==> src/design/hmbs_pkg.sv <==
package hmbs_pkg;

  localparam int SampleBits  = 16;
  localparam int MaxWidth    = 1024;
  localparam int MaxHeight   = 1024;

  localparam int XBits       = $clog2(MaxWidth);
  localparam int YBits       = $clog2(MaxHeight);
  localparam int WBits       = $clog2(MaxWidth + 1);
  localparam int HBits       = $clog2(MaxHeight + 1);

  localparam int CfgIdxBits  = 1;
  localparam int CfgDataBits = 11;

  localparam int QDepth      = 8;
  localparam int QPtrBits    = $clog2(QDepth);
  localparam int QCntBits    = $clog2(QDepth + 1);

  localparam int ColBits     = SampleBits + 2;
  localparam int SumBits     = SampleBits + 4;
  localparam int MagBits     = SampleBits + 3;
  localparam int RecipShift  = MagBits + 4;
  localparam int RecipBits   = RecipShift - 3;
  localparam int ProdBits    = MagBits + RecipBits;
  localparam longint unsigned Recip = ((64'd1 << RecipShift) + 64'd8) / 64'd9;

  typedef enum logic [CfgIdxBits-1:0] {
    REG_FRAME_WIDTH  = 1'b0,
    REG_FRAME_HEIGHT = 1'b1
  } reg_idx_e;

  typedef enum logic {
    PH_FIRST  = 1'b0,
    PH_SECOND = 1'b1
  } back_phase_e;

  typedef struct packed {
    logic [XBits-1:0]             x;
    logic [YBits-1:0]             y;
    logic signed [SampleBits-1:0] height;
    logic                         border;
    logic                         interior;
    logic                         done;
  } item_t;

  typedef struct packed {
    item_t                        info;
    logic signed [SampleBits-1:0] mean;
  } qent_t;

endpackage

==> src/design/hmbs_queue.sv <==
module hmbs_queue
  import hmbs_pkg::*;
(
  input  logic                clk_i,
  input  logic                rst_ni,
  input  logic                push_i,
  input  qent_t               push_data_i,
  input  logic                pop_i,
  output qent_t               head_o,
  output logic                empty_o,
  output logic [QCntBits-1:0] count_o
);

  qent_t mem_q [QDepth];
  logic [QPtrBits-1:0] wr_q, rd_q;
  logic [QCntBits-1:0] cnt_q, cnt_d;

  always_comb begin
    cnt_d = cnt_q;
    if (push_i && !pop_i) begin
      cnt_d = cnt_q + QCntBits'(1);
    end else if (pop_i && !push_i) begin
      cnt_d = cnt_q - QCntBits'(1);
    end
  end

  always_ff @(posedge clk_i or negedge rst_ni) begin
    if (!rst_ni) begin
      wr_q  <= '0;
      rd_q  <= '0;
      cnt_q <= '0;
    end else begin
      cnt_q <= cnt_d;
      if (push_i) begin
        wr_q <= wr_q + QPtrBits'(1);
      end
      if (pop_i) begin
        rd_q <= rd_q + QPtrBits'(1);
      end
    end
  end

  always_ff @(posedge clk_i) begin
    if (push_i) begin
      mem_q[wr_q] <= push_data_i;
    end
  end

  assign head_o  = mem_q[rd_q];
  assign empty_o = (cnt_q == '0);
  assign count_o = cnt_q;

`ifndef SYNTH
  a_no_overflow: assert property (@(posedge clk_i) disable iff (!rst_ni)
    push_i |-> (cnt_q < QCntBits'(QDepth)) || pop_i)
    else $error("queue overflow");

  a_no_underflow: assert property (@(posedge clk_i) disable iff (!rst_ni)
    pop_i |-> !empty_o)
    else $error("queue underflow");
`endif

endmodule

==> config.mk <==
export PLATFORM = sky130hd
export DESIGN_NAME = hmbs_queue
export DESIGN_NICKNAME = d
export VERILOG_FILES = /design/src/design/hmbs_pkg.sv /design/src/design/hmbs_queue.sv
export SDC_FILE = /design/constraint.sdc
export NUM_CORES = 1
export LEC_CHECK = 0
export BUFFER_PORTS_ARGS = -buffer_cell sky130_fd_sc_hd__clkbuf_2
export CELL_PAD_IN_SITES_DETAIL_PLACEMENT = 2
export CELL_PAD_IN_SITES_GLOBAL_PLACEMENT = 2
export CORE_MARGIN = 2
export CORE_UTILIZATION = 45
export CTS_BUF_LIST = sky130_fd_sc_hd__clkbuf_8
export CTS_CLUSTER_SIZE = 20
export DETAILED_ROUTE_END_ITERATION = 10
export PLACE_DENSITY = 0.85
export SLEW_MARGIN = 20
export SYNTH_ARGS = -nofsm -noshare
export SYNTH_HDL_FRONTEND = slang
export SYNTH_SLANG_ARGS = --single-unit
==> constraint.sdc <==
create_clock -name clk_i -period 9.8 [get_ports clk_i]
set_input_delay 1.47 -clock clk_i [delete_from_list [all_inputs] [get_ports clk_i]]
set_output_delay 1.47 -clock clk_i [all_outputs]
set_load 0.02 [all_outputs]
==> results of run 1 <==
[metal layers]
metal | global-route usage (%) | up-vias
met5 | 0 | -
met4 | 6.41 | 2
met3 | 4.98 | 70
met2 | 36.7 | 196
met1 | 25.8 | 4181
li1 | - | 3331
[worst max-delay path, stage by stage (launching register included)]
cell      delay, ps
dfrtp_4         880
buf_4           860
mux4_2          430
mux2_2          300
clkbuf_2        160
[sequential cells by signal (all words and copies together) (netlist names)]
signal / cells
count_o: 4
mem_q: 440
rd_q: 3
wr_q: 3
[power by group]
group / switching [mW] / internal (mW)
Combinational: 0.996 / 0.829
Sequential: 0.213 / 2.43
Clock: 0.717 / 0.748
Total: 1.93 / 4.00
[worst paths after layout]
check | slack [ps] | start | endpoint | depth (start not counted)
max in group asynchronous | 8770 | rst_ni | rd_q[0] | 1
setup / recovery | 4980 | rd_q[1] | head_o[46] | 4
hold / removal | 580 | count_o[2] | count_o[2] | 2
hold reg to reg | 580 | count_o[2] | count_o[2] | 2
min in group asynchronous | 740 | rst_ni | count_o[0] | 1
setup reg to reg | 7060 | wr_q[1] | mem_q[1][8] | 3
[final cells by class]
cell class              instances  area [sq um]
fillers                      3147         18000
flip-flops and latches        450         13500
multi-input cells             211          3490
clock buffers                  80          1100
repair buffers                130           684
well taps                     511           639
clock inverters                53           206
inverters                       2          7.51
diodes                          1          2.50
[metrics by stage]
step | setup slack, ps | instance area (sq um)
after floorplan | 3950 | 17100
after global placement | 5600 | 18300
after detailed placement | 5580 | 18300
after CTS | 4890 | 19600
after global routing | 4820 | 19600
final | 4980 | 19600
[cell usage after synthesis, types with 2 or more instances]
master / number
nand2b_1: 3
mux4_2: 110
buf_1: 4
buf_2: 3
ha_1: 5
clkbuf_1: 14
mux2_2: 58
inv_1: 2
xor2_1: 2
nand3_1: 2
nor3_1: 3
nor2_1: 6
nand2_1: 6
xnor2_1: 4
o211ai_1: 2
buf_6: 9
dfrtp_1: 10
a21oi_1: 2
edfxtp_1: 440
[kinds of logic after synthesis]
group / Yosys count
AO/OA/AOI/OAI: 6
flip-flops: 450
adder cells (fa/ha/maj): 6
buffers and inverters: 33
XOR/XNOR: 6
AND/OR/NAND/NOR: 24
multiplexers: 169
==> metrics.yaml, run 1 <==
yosys:
  synth_top_area_share_pct: 77.3
  synth_area_leaders: "edfxtp_1 (77%), mux4_2 (14%), mux2_2 (3.8%)"
  synth_top_family_by_area: "multiplexers"
  synthXorXnorAreaFrac_pct: 0.307
  synth_cell_types: 28
  synth_warnings: 0
  synth_edf_count: 440
  synth_fa_ha_area_share_pct: 0.483
  synth_cells: 694
  syn-cell-area_sq_mm: 0.0171
  synth.mux.area_fraction_pct: 18.4
  synth_compound_area_share_pct: 0.242
  async_flop_share_pct: 2.22
  synth_area_leader_cell: "edfxtp_1"
  synth_ff_type: "edfxtp_1"
  syn_nets: 759
  syn_area_per_cell_sq_um: 24.6
  synthSimpleGateAreaFrac_pct: 0.681
  synth-seq-cells: 450
  synth-seq-area-share_pct: 78.8
cells_and_area:
  area_delta_synth_final_pct: 14.7
  nets: 935
  utilization_pct: 52.2
  layout_commonest_cell: "edfxtp_1"
  drive_above_1_share_pct: 42.4
  mostFrequentLayoutCells: "edfxtp_1 (440), clkbuf_2 (118), mux4_2 (110)"
  final_cells: 1438
timing:
  worst_pin_slew_ps: 1050
  report.final.slew_viol_count: 0
  relSlewSlack_pct: 29.8
  fin_crit_ps: 4820
  period_share_pct: 49.2
  grt_setup_unrepaired: "no"
  holdWs_ps: 577
  max_freq_mhz: 208
  worst_clock_skew_ps: 16.0
  fin_setup_tns_ps: 0
  finalHoldViolCount: 0
  setup_violations: 0
cts:
  post_cts_resized: 0
  tritoncts: "yes"
  cts_setup_buffers: 0
  h-tree-depth: 3
  hold_buffers: 0
  root_buffer: "clkbuf_8"
  cts_sinks: 450
  numCtsBuffers: 75
  clk_latency_ps: 620
  cts_buffer_depth: 3
  path_clk_slew_ps: 60
pwr:
  power.density_mw_per_mm2: 302
  p_leak_nw: 6.48
  vdd.ir_drop.worst_uv: 169
  power.total_mw: 5.93
drt:
  drt_iter0_drc: 358
  firstDrtPassIters: 5
  viasPerCell: 5.41
  wl_met1_microns: 16000
  antenna_left: 0
  wl_met3_microns: 1970
  wl_per_cell_microns: 27.4
  wl_met2_microns: 20700
  top_layer: "met5"
  drt_wl_total_microns: 39500
  vias: 7780
  drc: 0
critical_path:
  critPathCaptureType: "output port"
  worstSetupStartpointType: "register"
  crit_type: "reg -> out"
  cp.required_ps: 8330
  path_max_fanout: 66
  worstPathArrival_ps: 3350
outcome:
  status: "completed"
floorplanning:
  start_util_pct: 45.5
  num_rows: 71
  die_w_microns: 199
  ioPinCount: 119
  die_h_microns: 199
  core_area_sq_mm: 0.0376
  die_area_sq_mm: 0.0396
global_route:
  track_usage_pct: 20.9
  antenna_found_initial: 2
  grt_pass1_wl_microns: 58900
  grt_pass1_vias: 9156
  grt_max_degree: 67
  grt-ovfl-total: 0
placed_design:
  portBuffers: 118
  dp_cells: 1304
  dpl.hpwl_microns: 22400
  gp_congestion: 0.703
worst_hold_path:
  hold_path_class: "reg -> reg"
job:
  maxCapViolCount: 0
Power figures use the tool's default switching activity.
==> run 2: changes to the inputs <==
Clock period 9.8 ns to 4.5 ns, I/O delays scaled along.
==> run 2 against run 1 <==
Effect of this change: count of clock-buffer cells in the layout is the same; global-route usage grew 0.34 points; die area is the same; routed wire length grew 2.0%; first-iteration DRC count grew 27%; sequential power grew 120%; hold slack lost 240 ps; largest cell class unchanged; highest routed layer unchanged.
==> metrics.yaml, run 2 (synthesis results as in run 1) <==
placed_design:
  portBuffers: 118  # unchanged
  dpl.hpwl_microns: 23500  # +4.9%
  gp_congestion: 0.670  # -4.7%
drt:
  wl_per_cell_microns: 27.9  # +1.8%
  firstDrtPassIters: 4  # -1
  viasPerCell: 5.41  # about the same
  drt_iter0_drc: 453  # +27%
  vias: 7791  # +0.14%
  drt_wl_total_microns: 40200  # +2.0%
  drc: 0  # unchanged
  antenna_left: 0  # unchanged
timing:
  report.final.slew_viol_count: 0  # unchanged
  fin_setup_tns_ps: 0  # unchanged
  holdWs_ps: 334  # -243 ps
  worst_clock_skew_ps: 15.1  # -0.951 ps
  fin_crit_ps: 3620
  setup_violations: 0  # unchanged
  worst_pin_slew_ps: 1050  # -8.33 ps
  relSlewSlack_pct: 30.3  # +0.56 points
  finalHoldViolCount: 0  # unchanged
  period_share_pct: 80.5
  max_freq_mhz: 276
  grt_setup_unrepaired: "no"
cts:
  post_cts_resized: 0  # unchanged
  cts_setup_buffers: 0  # unchanged
  path_clk_slew_ps: 60  # about the same
  clk_latency_ps: 610  # about the same
  cts_buffer_depth: 3  # unchanged
  numCtsBuffers: 76  # +1.3%
  root_buffer: "clkbuf_8"
  h-tree-depth: 3  # unchanged
  cts_sinks: 450  # unchanged
  tritoncts: "yes"
global_route:
  antenna_found_initial: 4  # +2
  grt-ovfl-total: 0  # unchanged
  grt_pass1_wl_microns: 59500  # +1.1%
  grt_max_degree: 57  # -15%
  track_usage_pct: 21.2  # +0.34 points
  grt_pass1_vias: 8975  # -2.0%
cells_and_area:
  largest_register_ffs: 440  # unchanged
  top_register: "mem_q"
  area_delta_synth_final_pct: 15.7
  mostFrequentLayoutCells: "edfxtp_1 (440), clkbuf_2 (118), mux4_2 (110)"
  layout_commonest_cell: "edfxtp_1"
  drive_above_1_share_pct: 42.9  # +0.49 points
  nets: 938  # +0.32%
pwr:
  power.switching_mw: 4.27  # +120%
  internal-power_mw: 8.80  # +120%
  p_leak_nw: 6.52  # +0.61%
  p_clk_share_pct: 24.6  # about the same
  power.density_mw_per_mm2: 661  # +120%
  power_frac_comb_pct: 31.0  # +0.2 points
  swShare_pct: 32.7  # +0.17 points
  vdd.ir_drop.worst_uv: 363  # +110%
  sequentialPowerShare_pct: 44.3  # -0.2 points
critical_path:
  worstSetupStartpointType: "register"
  worstPathArrival_ps: 2950  # -400 ps
  cpMaxStageDelayCell: "dfrtp_4"
  crit_type: "reg -> out"
  cp_num_cells: 4  # unchanged
  cp_slowest_stage_delay_ps: 860  # -20 ps
  r2r_cells: 3  # unchanged
  path_max_fanout: 38  # -42%
  crit_path_cell_trace: "buf_12 > mux4_2 > mux2_2 > clkbuf_2"
  cp.required_ps: 3830  # -4500 ps
  crit_buf_inv: 2  # unchanged
  critPathCaptureType: "output port"
  cp_top_family: "multiplexers"
worst_hold_path:
  hold_path_class: "in -> reg"
  holdPathStages: 1  # -1
job:
  maxCapViolCount: 0  # unchanged
floorplanning:
  die_w_microns: 199  # unchanged
  num_rows: 71  # unchanged
  start_util_pct: 45.5  # unchanged
  ioPinCount: 119  # unchanged
  core_area_sq_mm: 0.0376  # unchanged
  die_h_microns: 199  # unchanged
  die_area_sq_mm: 0.0396  # unchanged
outcome:
  status: "completed"
## run 2: cell count changes in the layout (fill, tap and decap cells not counted), moves of 4 or more
cell and change:
buf_12 +11, buf_4 -9, clkinv_2 +4, inv_1 -5
## run 2: cell type report
class / instances / area, sq um
diodes: 3 / 7.51
clock inverters: 52 / 208
inverters: 2 / 7.51
repair buffers: 132 / 836
multi-input cells: 211 / 3500
flip-flops and latches: 450 / 13500
well taps: 511 / 639
clock buffers: 80 / 1100
fillers: 3157 / 17800
## run 2: per-layer routing
metal	GRT usage [%]	vias to the layer above	wire length (microns)
met2	37.6	192	21400
met5	0	-	13
met1	26.1	4202	16200
met4	5.67	2	705
li1	-	3339	-
met3	5.24	56	1970
## run 2: final timing paths
kind / from / end / slack [ps]
hold / removal: push_data_i[36] / mem_q[1][36] / 330
min in group asynchronous: rst_ni / count_o[1] / 480
hold reg to reg: count_o[2] / count_o[2] / 580
setup / recovery: rd_q[0] / head_o[51] / 880
setup reg to reg: wr_q[1] / mem_q[1][54] / 2220
max in group asynchronous: rst_ni / rd_q[0] / 3760
## run 2: power by group through the flow
| stage | Sequential [mW] | Clock (mW) | Combinational [mW] |
|---|---|---|---|
| floorplan | 5.53 | 0 | 3.06 |
| global placement | 5.80 | 0 | 4.03 |
| detailed placement | 5.90 | 0 | 4.15 |
| CTS | 5.82 | 3.32 | 4.17 |
| global route | 5.87 | 3.48 | 4.36 |
| finish | 5.79 | 3.22 | 4.05 |
## run 2: what timing repair did
action | in CTS | in global routing
endpoints found under the setup margin | 0 | 0
hold buffers | 1 | 0
endpoints found under the hold margin | 10 | 0
## run 2: metrics by stage
step	utilization, %	setup slack, ps	power (mW)	std cells	instance area, sq um
after floorplan	-	923	8.59	694	17100
after global placement	49.1	1490	9.83	1305	18400
after detailed placement	49.1	1450	10.1	1305	18400
after CTS	52.6	774	13.3	1438	19800
after global routing	52.6	671	13.7	1439	19800
final	52.6	878	13.1	1441	19800
==> run 3: changes to the inputs <==
Settings changed: PLACE_DENSITY 0.85 to 0.88.
Clock period 4.5 ns to 3 ns, I/O delays scaled along.
==> run 3 against run 2 <==
Effect of this change: routed wire length increased by 2.8%; power grew 55%; count of clock-buffer cells in the layout down 1; clock skew grew 7.5 ps; die area did not move; final cell count grew 1.1%; clock power up 58%; combinational power rose by 66%; largest cell class unchanged.
==> metrics.yaml, run 3 (synthesis results as in run 1) <==
global_route:
  grt-ovfl-total: 0  # unchanged
  grt_use_met2_pct: 38.2  # +0.61 points
  grt_pass1_wl_microns: 61100  # +2.6%
  top_usage_layer: "met2"
  track_usage_pct: 21.8  # +0.60 points
  grtUsageMet3_pct: 4.53  # -0.71 points
  grt_use_met1_pct: 27.0  # +0.87 points
  antenna_found_initial: 4  # unchanged
  grt_max_degree: 43  # -25%
  grt_pass1_vias: 9225  # +2.8%
timing:
  max_freq_mhz: 347
  relSlewSlack_pct: 55.4  # +25 points
  report.final.slew_viol_count: 0  # unchanged
  worst_pin_slew_ps: 669  # -376 ps
  grt_setup_unrepaired: "no"
  setup_violations: 0  # unchanged
  finalHoldViolCount: 0  # unchanged
  worst_clock_skew_ps: 22.6  # +7.52 ps
  holdWs_ps: 116  # -218 ps
  setup_ws_ps: 120  # -758 ps
  fin_crit_ps: 2880
  period_share_pct: 96.0
cts:
  cts_sinks: 450  # unchanged
  root_buffer: "clkbuf_8"
  cts_buffer_depth: 3  # unchanged
  path_clk_slew_ps: 50  # about the same
  numCtsBuffers: 76  # unchanged
  tritoncts: "yes"
  clk_latency_ps: 630  # +20 ps
  post_cts_resized: 0  # unchanged
  h-tree-depth: 3  # unchanged
drt:
  antenna_left: 0  # unchanged
  drt_wl_total_microns: 41400  # +2.8%
  wl_per_cell_microns: 28.4  # +1.6%
  firstDrtPassIters: 4  # unchanged
  drt_iter0_drc: 471  # +4.0%
  viasPerCell: 5.43  # +0.50%
  vias: 7917  # +1.6%
  drc: 0  # unchanged
placed_design:
  dpl.hpwl_microns: 24300  # +3.6%
  post-place-ws_ps: 462  # -983 ps
  portBuffers: 118  # unchanged
  gp_congestion: 0.704  # +5.1%
critical_path:
  path_max_fanout: 21  # -45%
  worstSetupStartpointType: "register"
  worstPathArrival_ps: 2430  # -520 ps
  crit_path_frequent_cell: "buf_12"
  crit_buf_inv: 3  # +1
  crit_type: "reg -> out"
  cp.required_ps: 2550  # -1280 ps
  critPathCaptureType: "output port"
  crit_path_cell_trace: "buf_12 > buf_12 > mux4_2 > mux2_2 > clkbuf_2"
  cp_slowest_stage_delay_ps: 550  # -310 ps
  cp_top_family: "multiplexers"
  cpMaxStageDelayCell: "mux4_2"
floorplanning:
  die_h_microns: 199  # unchanged
  num_rows: 71  # unchanged
  die_area_sq_mm: 0.0396  # unchanged
  start_util_pct: 45.5  # unchanged
  ioPinCount: 119  # unchanged
  die_w_microns: 199  # unchanged
  core_area_sq_mm: 0.0376  # unchanged
cells_and_area:
  layout_commonest_cell: "edfxtp_1"
  mostFrequentLayoutCells: "edfxtp_1 (440), clkbuf_2 (118), mux4_2 (110)"
  area_delta_synth_final_pct: 17.2
  largest_register_ffs: 440  # unchanged
  nets: 955  # +1.8%
  drive_above_1_share_pct: 44.5  # +1.6 points
  top_register: "mem_q"
pwr:
  vdd.ir_drop.worst_uv: 546  # +50%
  power.density_mw_per_mm2: 1010  # +53%
  p_leak_nw: 6.71  # +2.9%
job:
  maxCapViolCount: 0  # unchanged
outcome:
  status: "completed"
worst_hold_path:
  hold_path_class: "in -> reg"
## run 3: what timing repair did
action / 4_1_cts / 5_1_grt
hold endpoints to repair: 10 / 0
hold buffers: 1 / 0
setup buffers: 4 / 0
endpoints found under the setup margin: 50 / 0
## run 3: layout make-up
| type | instances | area (sq um) |
|---|---|---|
| clock buffers | 79 | 1090 |
| multi-input cells | 211 | 3500 |
| fillers | 3142 | 17500 |
| flip-flops and latches | 450 | 13500 |
| diodes | 2 | 5.00 |
| well taps | 511 | 639 |
| repair buffers | 149 | 1030 |
| inverters | 2 | 7.51 |
| clock inverters | 53 | 294 |
## run 3: report_power, final
part	switching, mW	internal [mW]
Sequential	0.482	7.92
Combinational	3.69	3.05
Clock	2.40	2.69
Total	6.58	13.7
## run 3: worst paths after layout
path | to | slack, ps | start | cells after the start
max in group asynchronous | rd_q[0] | 2450 | rst_ni | 2
min in group asynchronous | wr_q[1] | 290 | rst_ni | 2
worst max register to register | mem_q[6][24] | 1010 | wr_q[0] | 3
worst max-delay path | head_o[29] | 120 | rd_q[0] | 5
worst min-delay path | rd_q[0] | 120 | pop_i | 2
worst min register to register | count_o[2] | 540 | count_o[2] | 2
## run 3: worst reg2reg max path: cells and delay by family, from the launching register on
family,cells,cell delay [ps]
AND/OR/NAND/NOR,2,740
buffers and inverters,1,400
flip-flops,1,510
## run 3: metrics by stage
stage                     TNS [ps]  total power, mW  cells  utilization [%]  cell area [sq um]
after global routing             0             21.2   1457             53.3              20000
final                            0             20.2   1457             53.3              20000
after floorplan             -84360             12.9    694                -              17100
after global placement           0             14.9   1318             49.5              18600
after detailed placement         0             15.3   1318             49.5              18600
after CTS                        0             20.6   1455             53.3              20000
## run 3: per-layer routing
metal / vias to the layer above / routed length [microns]
li1: 3376 / -
met1: 4267 / 17000
met2: 195 / 21700
met3: 75 / 1620
met4: 4 / 1010
met5: - / 30
