## src/design/hmbs_pkg.sv

```systemverilog
package hmbs_pkg;

  localparam int SampleBits  = 16;
  localparam int MaxWidth    = 1024;
  localparam int MaxHeight   = 1024;

  localparam int XBits       = $clog2(MaxWidth);
  localparam int YBits       = $clog2(MaxHeight);
  localparam int WBits       = $clog2(MaxWidth + 1);
  localparam int HBits       = $clog2(MaxHeight + 1);

  localparam int CfgIdxBits  = 1;
  localparam int CfgDataBits = 11;

  localparam int QDepth      = 8;
  localparam int QPtrBits    = $clog2(QDepth);
  localparam int QCntBits    = $clog2(QDepth + 1);

  localparam int ColBits     = SampleBits + 2;
  localparam int SumBits     = SampleBits + 4;
  localparam int MagBits     = SampleBits + 3;
  localparam int RecipShift  = MagBits + 4;
  localparam int RecipBits   = RecipShift - 3;
  localparam int ProdBits    = MagBits + RecipBits;
  localparam longint unsigned Recip = ((64'd1 << RecipShift) + 64'd8) / 64'd9;

  typedef enum logic [CfgIdxBits-1:0] {
    REG_FRAME_WIDTH  = 1'b0,
    REG_FRAME_HEIGHT = 1'b1
  } reg_idx_e;

  typedef enum logic {
    PH_FIRST  = 1'b0,
    PH_SECOND = 1'b1
  } back_phase_e;

  typedef struct packed {
    logic [XBits-1:0]             x;
    logic [YBits-1:0]             y;
    logic signed [SampleBits-1:0] height;
    logic                         border;
    logic                         interior;
    logic                         done;
  } item_t;

  typedef struct packed {
    item_t                        info;
    logic signed [SampleBits-1:0] mean;
  } qent_t;

endpackage

```

## src/design/hmbs_back.sv

```systemverilog
module hmbs_back
  import hmbs_pkg::*;
(
  input  logic                         clk_i,
  input  logic                         rst_ni,
  input  logic                         q_empty_i,
  input  qent_t                        head_i,
  output logic                         pop_o,
  output logic                         out_valid_o,
  input  logic                         out_ready_i,
  output logic [XBits-1:0]             out_x_o,
  output logic [YBits-1:0]             out_y_o,
  output logic signed [SampleBits-1:0] out_height_o,
  output logic                         last_of_run_o,
  output logic                         frame_done_o
);

  back_phase_e phase_q, phase_d;
  logic load;
  logic emit_inner;
  logic pair;

  logic out_valid_q, out_valid_d;
  logic [XBits-1:0] x_q, x_d;
  logic [YBits-1:0] y_q, y_d;
  logic signed [SampleBits-1:0] h_q, h_d;
  logic last_q, last_d;
  logic done_q, done_d;

  assign load       = !q_empty_i && (!out_valid_q || out_ready_i);
  assign pair       = head_i.info.interior && head_i.info.border;
  assign emit_inner = head_i.info.interior && (phase_q == PH_FIRST);

  always_comb begin
    phase_d = phase_q;
    if (load) begin
      unique case (phase_q)
        PH_FIRST:  if (pair) phase_d = PH_SECOND;
        PH_SECOND: phase_d = PH_FIRST;
        default:   phase_d = PH_FIRST;
      endcase
    end
  end

  always_comb begin
    pop_o       = load && ((phase_q == PH_SECOND) || !pair);
    out_valid_d = load ? 1'b1 : (out_ready_i ? 1'b0 : out_valid_q);
    if (emit_inner) begin
      x_d    = head_i.info.x - XBits'(1);
      y_d    = head_i.info.y - YBits'(1);
      h_d    = head_i.mean;
      last_d = !head_i.info.border;
      done_d = 1'b0;
    end else begin
      x_d    = head_i.info.x;
      y_d    = head_i.info.y;
      h_d    = head_i.info.height;
      last_d = 1'b1;
      done_d = head_i.info.done;
    end
  end

  always_ff @(posedge clk_i or negedge rst_ni) begin
    if (!rst_ni) begin
      phase_q     <= PH_FIRST;
      out_valid_q <= 1'b0;
    end else begin
      phase_q     <= phase_d;
      out_valid_q <= out_valid_d;
    end
  end

  always_ff @(posedge clk_i) begin
    if (load) begin
      x_q    <= x_d;
      y_q    <= y_d;
      h_q    <= h_d;
      last_q <= last_d;
      done_q <= done_d;
    end
  end

  assign out_valid_o   = out_valid_q;
  assign out_x_o       = x_q;
  assign out_y_o       = y_q;
  assign out_height_o  = h_q;
  assign last_of_run_o = last_q;
  assign frame_done_o  = done_q;

`ifndef SYNTH
  a_second_half: assert property (@(posedge clk_i) disable iff (!rst_ni)
    (phase_q == PH_SECOND) |-> !q_empty_i && pair)
    else $error("second result without a paired item at the head");
`endif

endmodule

```

## config.mk

```make
export PLATFORM = sky130hd
export DESIGN_NAME = hmbs_back
export DESIGN_NICKNAME = d
export VERILOG_FILES = /design/src/design/hmbs_pkg.sv /design/src/design/hmbs_back.sv
export SDC_FILE = /design/constraint.sdc
export NUM_CORES = 1
export LEC_CHECK = 0
export BUFFER_PORTS_ARGS = -buffer_cell sky130_fd_sc_hd__buf_4
export CORE_ASPECT_RATIO = 2
export CORE_MARGIN = 2
export CORE_UTILIZATION = 44
export CTS_BUF_LIST = sky130_fd_sc_hd__clkbuf_4 sky130_fd_sc_hd__clkbuf_8 sky130_fd_sc_hd__clkbuf_16
export DETAILED_ROUTE_END_ITERATION = 10
export PLACE_DENSITY = 0.76
export SLEW_MARGIN = 0
export SYNTH_ARGS = -nofsm -noshare
export SYNTH_HDL_FRONTEND = slang
export SYNTH_SLANG_ARGS = --single-unit
```

## constraint.sdc

```tcl
create_clock -name clk_i -period 6.32 [get_ports clk_i]
set_input_delay 1.58 -clock clk_i [delete_from_list [all_inputs] [get_ports clk_i]]
set_output_delay 1.58 -clock clk_i [all_outputs]
set_load 0.01 [all_outputs]
```

==> results of run 1 <==
==> how the worst min path moves through the flow <==
stage / startpoint / slack [ns] / end / depth (start not counted)
after CTS: out_valid_o / 0.61 / out_valid_o / 2
after global routing: phase_q / 0.64 / phase_q / 2
final: out_valid_o / 0.61 / out_valid_o / 2
after global placement: out_valid_o / 0.58 / out_valid_o / 2
after floorplan: phase_q / 0.55 / phase_q / 2
after detailed placement: out_valid_o / 0.60 / out_valid_o / 2
==> per-stage QoR <==
stage                     instances  power (mW)  area (µm²)  utilization
after floorplan                 157       0.377        1860            -
after global placement          305       0.444        2670        0.654
after detailed placement        305       0.447        2670        0.654
after CTS                       312       0.684        2800        0.685
after global routing            312       0.708        2800        0.685
final                           312       0.676        2800        0.685
==> cell usage in the layout (no fill, tap or decap), types with 4 or more instances in the layout <==
cell type  count
nor3_1         4
inv_1          9
edfxtp_1      38
o21ai_0        6
xor2_1        13
nand2_1       53
nor2_1         6
clkbuf_8       5
buf_4        100
==> flip-flops by register name, summed over array words and instances (netlist names) <==
name and count:
phase_q 1, last_of_run_o 1, out_height_o 16, out_y_o 10, out_valid_o 1, out_x_o 10, frame_done_o 1
==> power by group through the flow <==
stage          Clock, mW  Combinational (mW)  Sequential (mW)
6_report           0.237               0.118            0.322
5_1_grt            0.254               0.131            0.323
4_1_cts            0.242               0.119            0.322
3_5_place_dp           0               0.119            0.328
3_3_place_gp           0               0.117            0.327
2_1_floorplan          0              0.0394            0.338
==> final cells by class <==
type | count | area share
inverter | 9 | 0.0121
clock buffer | 5 | 0.0246
sequential | 40 | 0.425
multi-input combinational | 104 | 0.225
tap | 52 | 0.0232
timing repair buffer | 100 | 0.268
clock inverter | 2 | 0.0214
==> worst register-to-register path, delay by kind of cell, from the launching register on <==
family	cells	cell delay, ns
XOR/XNOR	1	0.10
flip-flops	1	0.44
AND/OR/NAND/NOR	2	0.87
==> kinds of logic (layout without fill, tap and decap cells) <==
family / Yosys count / count (layout) / synth area share
AOI/OAI and AO/OA: 8 / 8 / 0.0235
muxes: 1 / 1 / 0.00538
buffers and inverters: 13 / 116 / 0.0269
xor gates and xnor gates: 15 / 15 / 0.0706
adders and majority gates: 2 / 2 / 0.0134
and+or+nand+nor: 78 / 78 / 0.220
DFF: 40 / 40 / 0.640
==> routing by layer <==
layer / wire length, µm / GRT usage / up-vias / part of all wire
met5: 0 / 0 / - / 0
met4: 34 / 0.0625 / 0 / 0.0085
met3: 373 / 0.0621 / 4 / 0.093
met2: 2180 / 0.334 / 82 / 0.55
met1: 1410 / 0.189 / 663 / 0.35
li1: - / - / 741 / -
==> results_dict.tcl, run 1 <==
set metrics [dict create \
    clock-root-buffer "clkbuf_8" \
    post_synth.cell_area_avg_um2 11.9 \
    yosysSeqAreaShare 0.640 \
    diodes 0 \
    crit_required_ns 4.74 \
    routedWlPerCell_um 12.8 \
    synthTopCellsByCount "nand2_1, edfxtp_1, xor2_1" \
    critPathKind "in -> out" \
    switching_share 0.214 \
    postCtsResizedCells 0 \
    hold_ws_ns 0.609 \
    p_int_mw 0.532 \
    drv_cap 0 \
    fin_ws_ns 2.16 \
    nFillCells 330 \
    cts.sinks 40 \
    num-nets-final 321 \
    insertion_delay_ns 0.28 \
    clkSlewWorstSetupHoldPaths_ns 0.07 \
    hold_path.class "reg -> reg" \
    p_sw_mw 0.145 \
    irDropWorstVdd_uv 217 \
    ys_ff_latch 40 \
    worstPathMaxFanout 40 \
    via_per_inst 4.78 \
    outcome "complete, no violations" \
    coreArea_um2 4090 \
    syn-num-nets 218 \
    crit_top_cell "buf_4" \
    slowest_delay_ns 0.43 \
    period_share 0.659 \
    multiInputGateArea_um2 631 \
    r2r_setup_slack_ns 4.66 \
    antenna_found_initial 0 \
    power_leakage_nw 1.29 \
    setup_viol 0 \
    critPathSlowestCell "buf_4" \
    ant_nets 0 \
    startpoint "out_ready_i" \
    synth_ff_type "edfxtp_1" \
    async_reset_ff_frac 0.0500 \
    overflow 0 \
    synth.cell_area_um2 1860 \
    reg2reg_depth 3 \
    hpwl_mm 3.15 \
    area.sequential_um2 1190 \
    syn_to_final_growth_pct 50.5 \
    place_congestion 0.755 \
    fp.dieW_um 50.0 \
    yosys-top-cells-area "edfxtp_1, nand2_1, xor2_1" \
    critPathTopFamily "buffers and inverters" \
    worstPathCellList "buf_4, inv_1, a21oi_4, buf_4, and2_1, buf_4" \
    fin_worst_skew_ns 0.00313 \
    clockBufferDepth 2 \
    synth_edf_count 38 \
    num_rows 33 \
    grt_pass1_vias 1507 \
    yosysMostFrequentCell "nand2_1" \
    grt_max_degree 41 \
    hold_buffers 0 \
    p_clk_frac 0.350 \
    cts_setup_buffers 0 \
    pre_cts_slack_ns 2.16 \
    rsz0062_at_grt "false" \
    crit_cells 6 \
    io_pins 99 \
    cts_tree "done" \
    drc_errors 0 \
    pwr-share-seq 0.476 \
    grt_first_pass_wirelength_mm 6.60 \
    comb_power_share 0.174 \
    r2r_start "phase_q" \
    worst_setup_path_end_kind "output port" \
    vias 1490 \
    io_buffers 98 \
    p_per_area_nw_per_um2 241 \
    layout-drive-gt1-share 0.446 \
    r2r_end "out_y_o[9]" \
    max_freq_mhz 240 \
    hold_viol_final 0 \
    cts_max_level 2 \
    drt_iter0_drc 15 \
    finalMaxSlewViolations 0 \
    synth_top_cell_area_share 0.613 \
    start_kind "primary input" \
    crit_end "pop_o" \
    cp.arrival_ns 2.58 \
    drt_pre_antenna_iters 4 \
    fin_tns_setup_ns 0 \
    syn_inst 157 \
    start_util 0.455 \
    min_period_ns 4.16 \
    crit_buf_inv 4 \
    wirelength_mm 4.00 \
    die-height_um 96.0 \
    grt_usage 0.182 \
    cts_buffers 5 \
    dieArea_um2 4800 \
    ys_types 26 \
    yosysTopAreaCell "edfxtp_1" \
    worst_pin_slew_ns 0.805 \
    yosys_warnings 0 \
    maxSlewHeadroom 0.463 \
]
(Power assumes the default switching activity.)
==> run 2: changes to the inputs <==
- ABC_AREA: unset -> 1
- CORE_UTILIZATION: 44 -> 41
- PLACE_DENSITY: 0.76 -> 0.73
- clock period: 6.32 -> 3.39 ns (I/O delays scaled with it)
==> run 2 against run 1 <==
  * Critical path depth stayed put
  * Flip-flop and latch count stayed put
  * Largest cell class unchanged
  * Clock-buffer cell count is 2 higher
  * Largest power group unchanged
  * Design area is 0.71% higher
  * Non-clock buffer count stayed put
  * Synthesized area is 3.7% higher
  * Hold slack worse by 0.28 ns
==> results_dict.tcl, run 2 <==
set metrics [dict create \
    fin_tns_setup_ns 0 \
    cts_max_level 2 \
    finalPower_mw 1.13 \
    ys_types 20 \
    antenna_found_initial 0 \
    p_per_area_nw_per_um2 401 \
    synth_edf_count 38 \
    start_kind "primary input" \
    mostFrequentLayoutCells "buf_4, nand2_1, edfxtp_1, inv_1, nor2_1" \
    place_congestion 0.777 \
    num-nets-final 365 \
    critPathTopFamily "simple AND/OR/NAND/NOR gates" \
    cts_buffers 5 \
    cts.sinks 40 \
    fin_area_um2 2820 \
    start_util 0.424 \
    yosys_warnings 0 \
    hpwl_mm 3.43 \
    via_per_inst 4.67 \
    fin_util 0.619 \
    drv_cap 0 \
    worstPathCellList "buf_4, inv_1, nor2_4, nand2_1, and2_1, buf_4" \
    power_leakage_nw 1.38 \
    syn_inst 201 \
    hold_buffers 0 \
    placed_cell_area_um2 2730 \
    outcome "complete, no violations" \
    overflow 0 \
    async_reset_ff_frac 0.0500 \
    startpoint "head_i[17]" \
    largest_reg_flops 16 \
    pre_cts_slack_ns 1.10 \
    max_freq_mhz 437 \
    finalMaxSlewViolations 0 \
    fin_worst_skew_ns 0.00657 \
    drt_iter0_drc 27 \
    routedWlPerCell_um 12.2 \
    hold_path.class "in -> async" \
    synth_ff_type "edfxtp_1" \
    r2r_start "phase_q" \
    wirelength_mm 4.39 \
    io_pins 99 \
    final_common_cell "buf_4" \
    yosysTopAreaCell "edfxtp_1" \
    synth_top_cell_area_share 0.591 \
    io_buffers 98 \
    die-height_um 101 \
    ys_ff_latch 40 \
    critPathSlowestCell "and2_1" \
    post_synth.cell_area_avg_um2 9.60 \
    worstPathMaxFanout 2 \
    dieArea_um2 5300 \
    yosysMostFrequentCell "nand2_1" \
    vias 1682 \
    grt_usage 0.178 \
    clock-root-buffer "clkbuf_8" \
    cts_tree "done" \
    drc_errors 0 \
    maxSlewHeadroom 0.661 \
    clockBufferDepth 2 \
    cts_setup_buffers 0 \
    crit_required_ns 2.54 \
    slowest_delay_ns 0.17 \
    worst_pin_slew_ns 0.508 \
    yosysSeqAreaShare 0.617 \
    layout-drive-gt1-share 0.370 \
    crit_top_cell "buf_4" \
    coreArea_um2 4550 \
    num_rows 35 \
    period_share 0.675 \
    irDropWorstVdd_uv 370 \
    ant_nets 0 \
    fin_ws_ns 1.10 \
    synthTopCellsByCount "nand2_1, edfxtp_1, inv_1" \
    crit_buf_inv 3 \
    clkSlewWorstSetupHoldPaths_ns 0.07 \
    postCtsResizedCells 0 \
    syn_to_final_growth_pct 46.2 \
    synth.cell_area_um2 1930 \
    grt_max_degree 40 \
    drt_pre_antenna_iters 4 \
    insertion_delay_ns 0.28 \
    cp.arrival_ns 1.44 \
    syn-num-nets 262 \
    yosys-top-cells-area "edfxtp_1, nand2_1, inv_1" \
    worst_setup_path_end_kind "output port" \
    grt_first_pass_wirelength_mm 6.93 \
    grt_pass1_vias 1674 \
    rsz0062_at_grt "false" \
    min_period_ns 2.29 \
    hold_viol_final 0 \
    fp.dieW_um 52.5 \
    setup_viol 0 \
    critPathKind "in -> out" \
    diodes 0 \
]
run 2: layer usage:
layer | vias to the layer above | track usage | share of wire
met5 | - | 0 | 0
met1 | 767 | 0.157 | 0.30
met4 | 0 | 0.0986 | 0.034
li1 | 849 | - | -
met2 | 54 | 0.333 | 0.60
met3 | 12 | 0.0549 | 0.067
run 2: path summary, 6_finish.rpt:
check | endpoint | slack, ns | cells after the start
worst min register to register | out_valid_o | 0.57 | 2
worst max register to register | out_x_o[6] | 1.76 | 5
worst max-delay path | pop_o | 1.10 | 6
max in group asynchronous | phase_q | 2.98 | 1
worst min-delay path | out_valid_o | 0.33 | 1
min in group clk_i | out_valid_o | 0.57 | 2
run 2: final cells by class:
cell class                      count  area, µm²
Clock buffer                        7       83.8
Clock inverter                      1       5.00
Fill cell                         436       1730
Inverter                           25       93.8
Multi-Input combinational cell    132        627
Sequential cell                    40       1190
Tap cell                           55       68.8
Timing Repair Buffer              100        751
run 2: metrics by stage:
step	std cells	hold WS [ns]
global route	360	0.319
finish	360	0.329
detailed placement	352	0.566
global placement	352	0.547
floorplan	201	0.542
CTS	360	0.320
run 2: report_power, final:
group          total [mW]  internal, mW  leakage (nW)  switching [mW]
combinational       0.220         0.109         0.951           0.111
sequential          0.599         0.587         0.385          0.0117
clock               0.313         0.160        0.0491           0.153
total                1.13         0.857          1.38           0.275
run 2: worst register-to-register path: stages (launching register included):
cell and delay (ns):
dfrtp_1 0.43, nor2_4 0.13, buf_4 0.26, nand3_1 0.22
o21ai_0 0.23, o21ai_0 0.12
run 2: cells by family after synthesis:
kind of cell	after synthesis	synth area share
DFF	40	0.617
AOI/OAI and AO/OA	10	0.0259
xor gates and xnor gates	8	0.0363
and+or+nand+nor	112	0.244
adders and majority gates	2	0.0130
buffers and inverters	29	0.0636
==> run 3: changes to the inputs <==
- ABC_AREA: 1 -> 0
- CORE_UTILIZATION: 41 -> 40
- PLACE_DENSITY: 0.73 -> 0.72
- clock period: 3.39 -> 2.1 ns (I/O delays scaled with it)
==> run 3 against run 2 <==
  * Via count shrank 9.9%
  * Core utilization shrank 0.14 points
  * Hold slack improved by 0.096 ns
  * Clock skew decreased by 0.0015 ns
  * Sequential power increased by 62%
  * Die area down 1.1%
  * Clock-buffer cell count is 1 lower
  * First-iteration DRC count is 19% lower
  * Clock power rose by 98%
  * Critical path depth shrank 2
  * Largest cell class unchanged
  * Highest routed layer unchanged
==> results_dict.tcl, run 3 (same netlist as run 1, synthesis figures left out) <==
set metrics [dict create \
    routedWlPerCell_um 13.6 \
    place_congestion 0.747 \
    drc_errors 0 \
    drt_iter0_drc 22 \
    num-nets-final 324 \
    r2r_setup_slack_ns 0.43 \
    wirelength_mm 4.34 \
    antenna_found_initial 0 \
    maxSlewHeadroom 0.722 \
    worstPathCellList "nor2b_1, nand2_1, and2_4, buf_4" \
    hold_viol_final 0 \
    outcome "complete, no violations" \
    grt_pass1_vias 1424 \
    setup_viol 0 \
    reg2reg_depth 3 \
    clkSlewWorstSetupHoldPaths_ns 0.07 \
    dieArea_um2 5250 \
    worst_pin_slew_ns 0.417 \
    slowest_delay_ns 0.46 \
    whs_endpoint "out_valid_o" \
    drt_pre_antenna_iters 4 \
    layout-drive-gt1-share 0.458 \
    die-height_um 100 \
    hold_path.class "in -> reg" \
    syn_to_final_growth_pct 51.2 \
    min_period_ns 1.83 \
    largest_reg_flops 16 \
    vias 1515 \
    hold_depth 2 \
    worst_setup_path_end_kind "output port" \
    cts_tree "done" \
    grt_max_degree 24 \
    fin_tns_setup_ns 0 \
    nFillCells 409 \
    worstPathMaxFanout 7 \
    r2r_end "out_y_o[9]" \
    diodes 0 \
    rsz0062_at_grt "false" \
    clock-root-buffer "clkbuf_8" \
    cts_setup_buffers 0 \
    fin_cells 319 \
    hpwl_mm 3.40 \
    final_common_cell "buf_4" \
    cts_buffers 5 \
    holdCritStartpoint "out_ready_i" \
    coreArea_um2 4550 \
    insertion_delay_ns 0.29 \
    cp.arrival_ns 1.31 \
    period_share 0.874 \
    start_kind "flop" \
    drv_cap 0 \
    overflow 0 \
    crit_buf_inv 1 \
    max_freq_mhz 545 \
    ant_nets 0 \
    fin_worst_skew_ns 0.00510 \
    cts.sinks 40 \
    irDropWorstVdd_uv 474 \
    start_util 0.409 \
    io_buffers 98 \
    grt_usage 0.170 \
    crit_required_ns 1.57 \
    fp.dieW_um 52.2 \
    place_inst 310 \
    clockBufferDepth 2 \
    io_pins 99 \
    p_per_area_nw_per_um2 694 \
    r2r_start "phase_q" \
    via_per_inst 4.75 \
    critPathKind "reg -> out" \
    mostFrequentLayoutCells "buf_4, nand2_1, edfxtp_1, xor2_1, inv_1" \
    grt_first_pass_wirelength_mm 6.35 \
    finalPower_mw 1.95 \
    power_leakage_nw 1.30 \
    num_rows 35 \
    critPathSlowestCell "dfrtp_1" \
    cts_max_level 2 \
    critPathTopFamily "flip-flops" \
    finalMaxSlewViolations 0 \
]
==> run 3: area by class of cell <==
class	instances	area, µm²	area share
well taps	55	68.8	0.0245
flip-flops and latches	40	1190	0.423
clock buffers	6	76.3	0.0271
inverters	9	33.8	0.0120
repair buffers	103	776	0.276
multi-input cells	104	633	0.225
clock inverters	2	35.0	0.0124
==> run 3: worst max-delay path by stage <==
stage,cells past startpoint,slack (ns),start,to
4_1_cts,4,0.27,phase_q,pop_o
2_1_floorplan,3,0.01,out_ready_i,pop_o
3_5_place_dp,4,0.25,head_i[49],out_x_o[9]
3_3_place_gp,4,0.26,head_i[41],out_y_o[9]
6_report,4,0.27,phase_q,pop_o
5_1_grt,4,0.15,phase_q,pop_o
==> run 3: what timing repair did <==
item | CTS | global route
hold endpoints to repair | 2 | 0
gates resized for setup | 0 | 0
hold buffers | 1 | 0
==> run 3: per-stage QoR <==
| step | setup slack (ns) | hold slack, ns | area (µm²) | utilization |
|---|---|---|---|---|
| floorplan | 0.0142 | 0.229 | 1870 | - |
| global placement | 0.262 | 0.311 | 2690 | 0.591 |
| detailed placement | 0.253 | 0.314 | 2690 | 0.591 |
| CTS | 0.269 | 0.425 | 2810 | 0.618 |
| global route | 0.151 | 0.419 | 2810 | 0.618 |
| finish | 0.265 | 0.425 | 2810 | 0.618 |
==> run 3: routing by layer <==
metal	share of wire	GRT usage	vias to the layer above
met5	0	0	-
met4	0.020	0.0789	0
met3	0.052	0.0415	5
met2	0.62	0.328	46
met1	0.31	0.156	715
li1	-	-	749
==> run 3: power breakdown <==
group	internal, mW	leakage [nW]	switching [mW]
clock	0.365	0.0586	0.254
combinational	0.190	0.853	0.175
sequential	0.949	0.386	0.0203
total	1.50	1.30	0.450
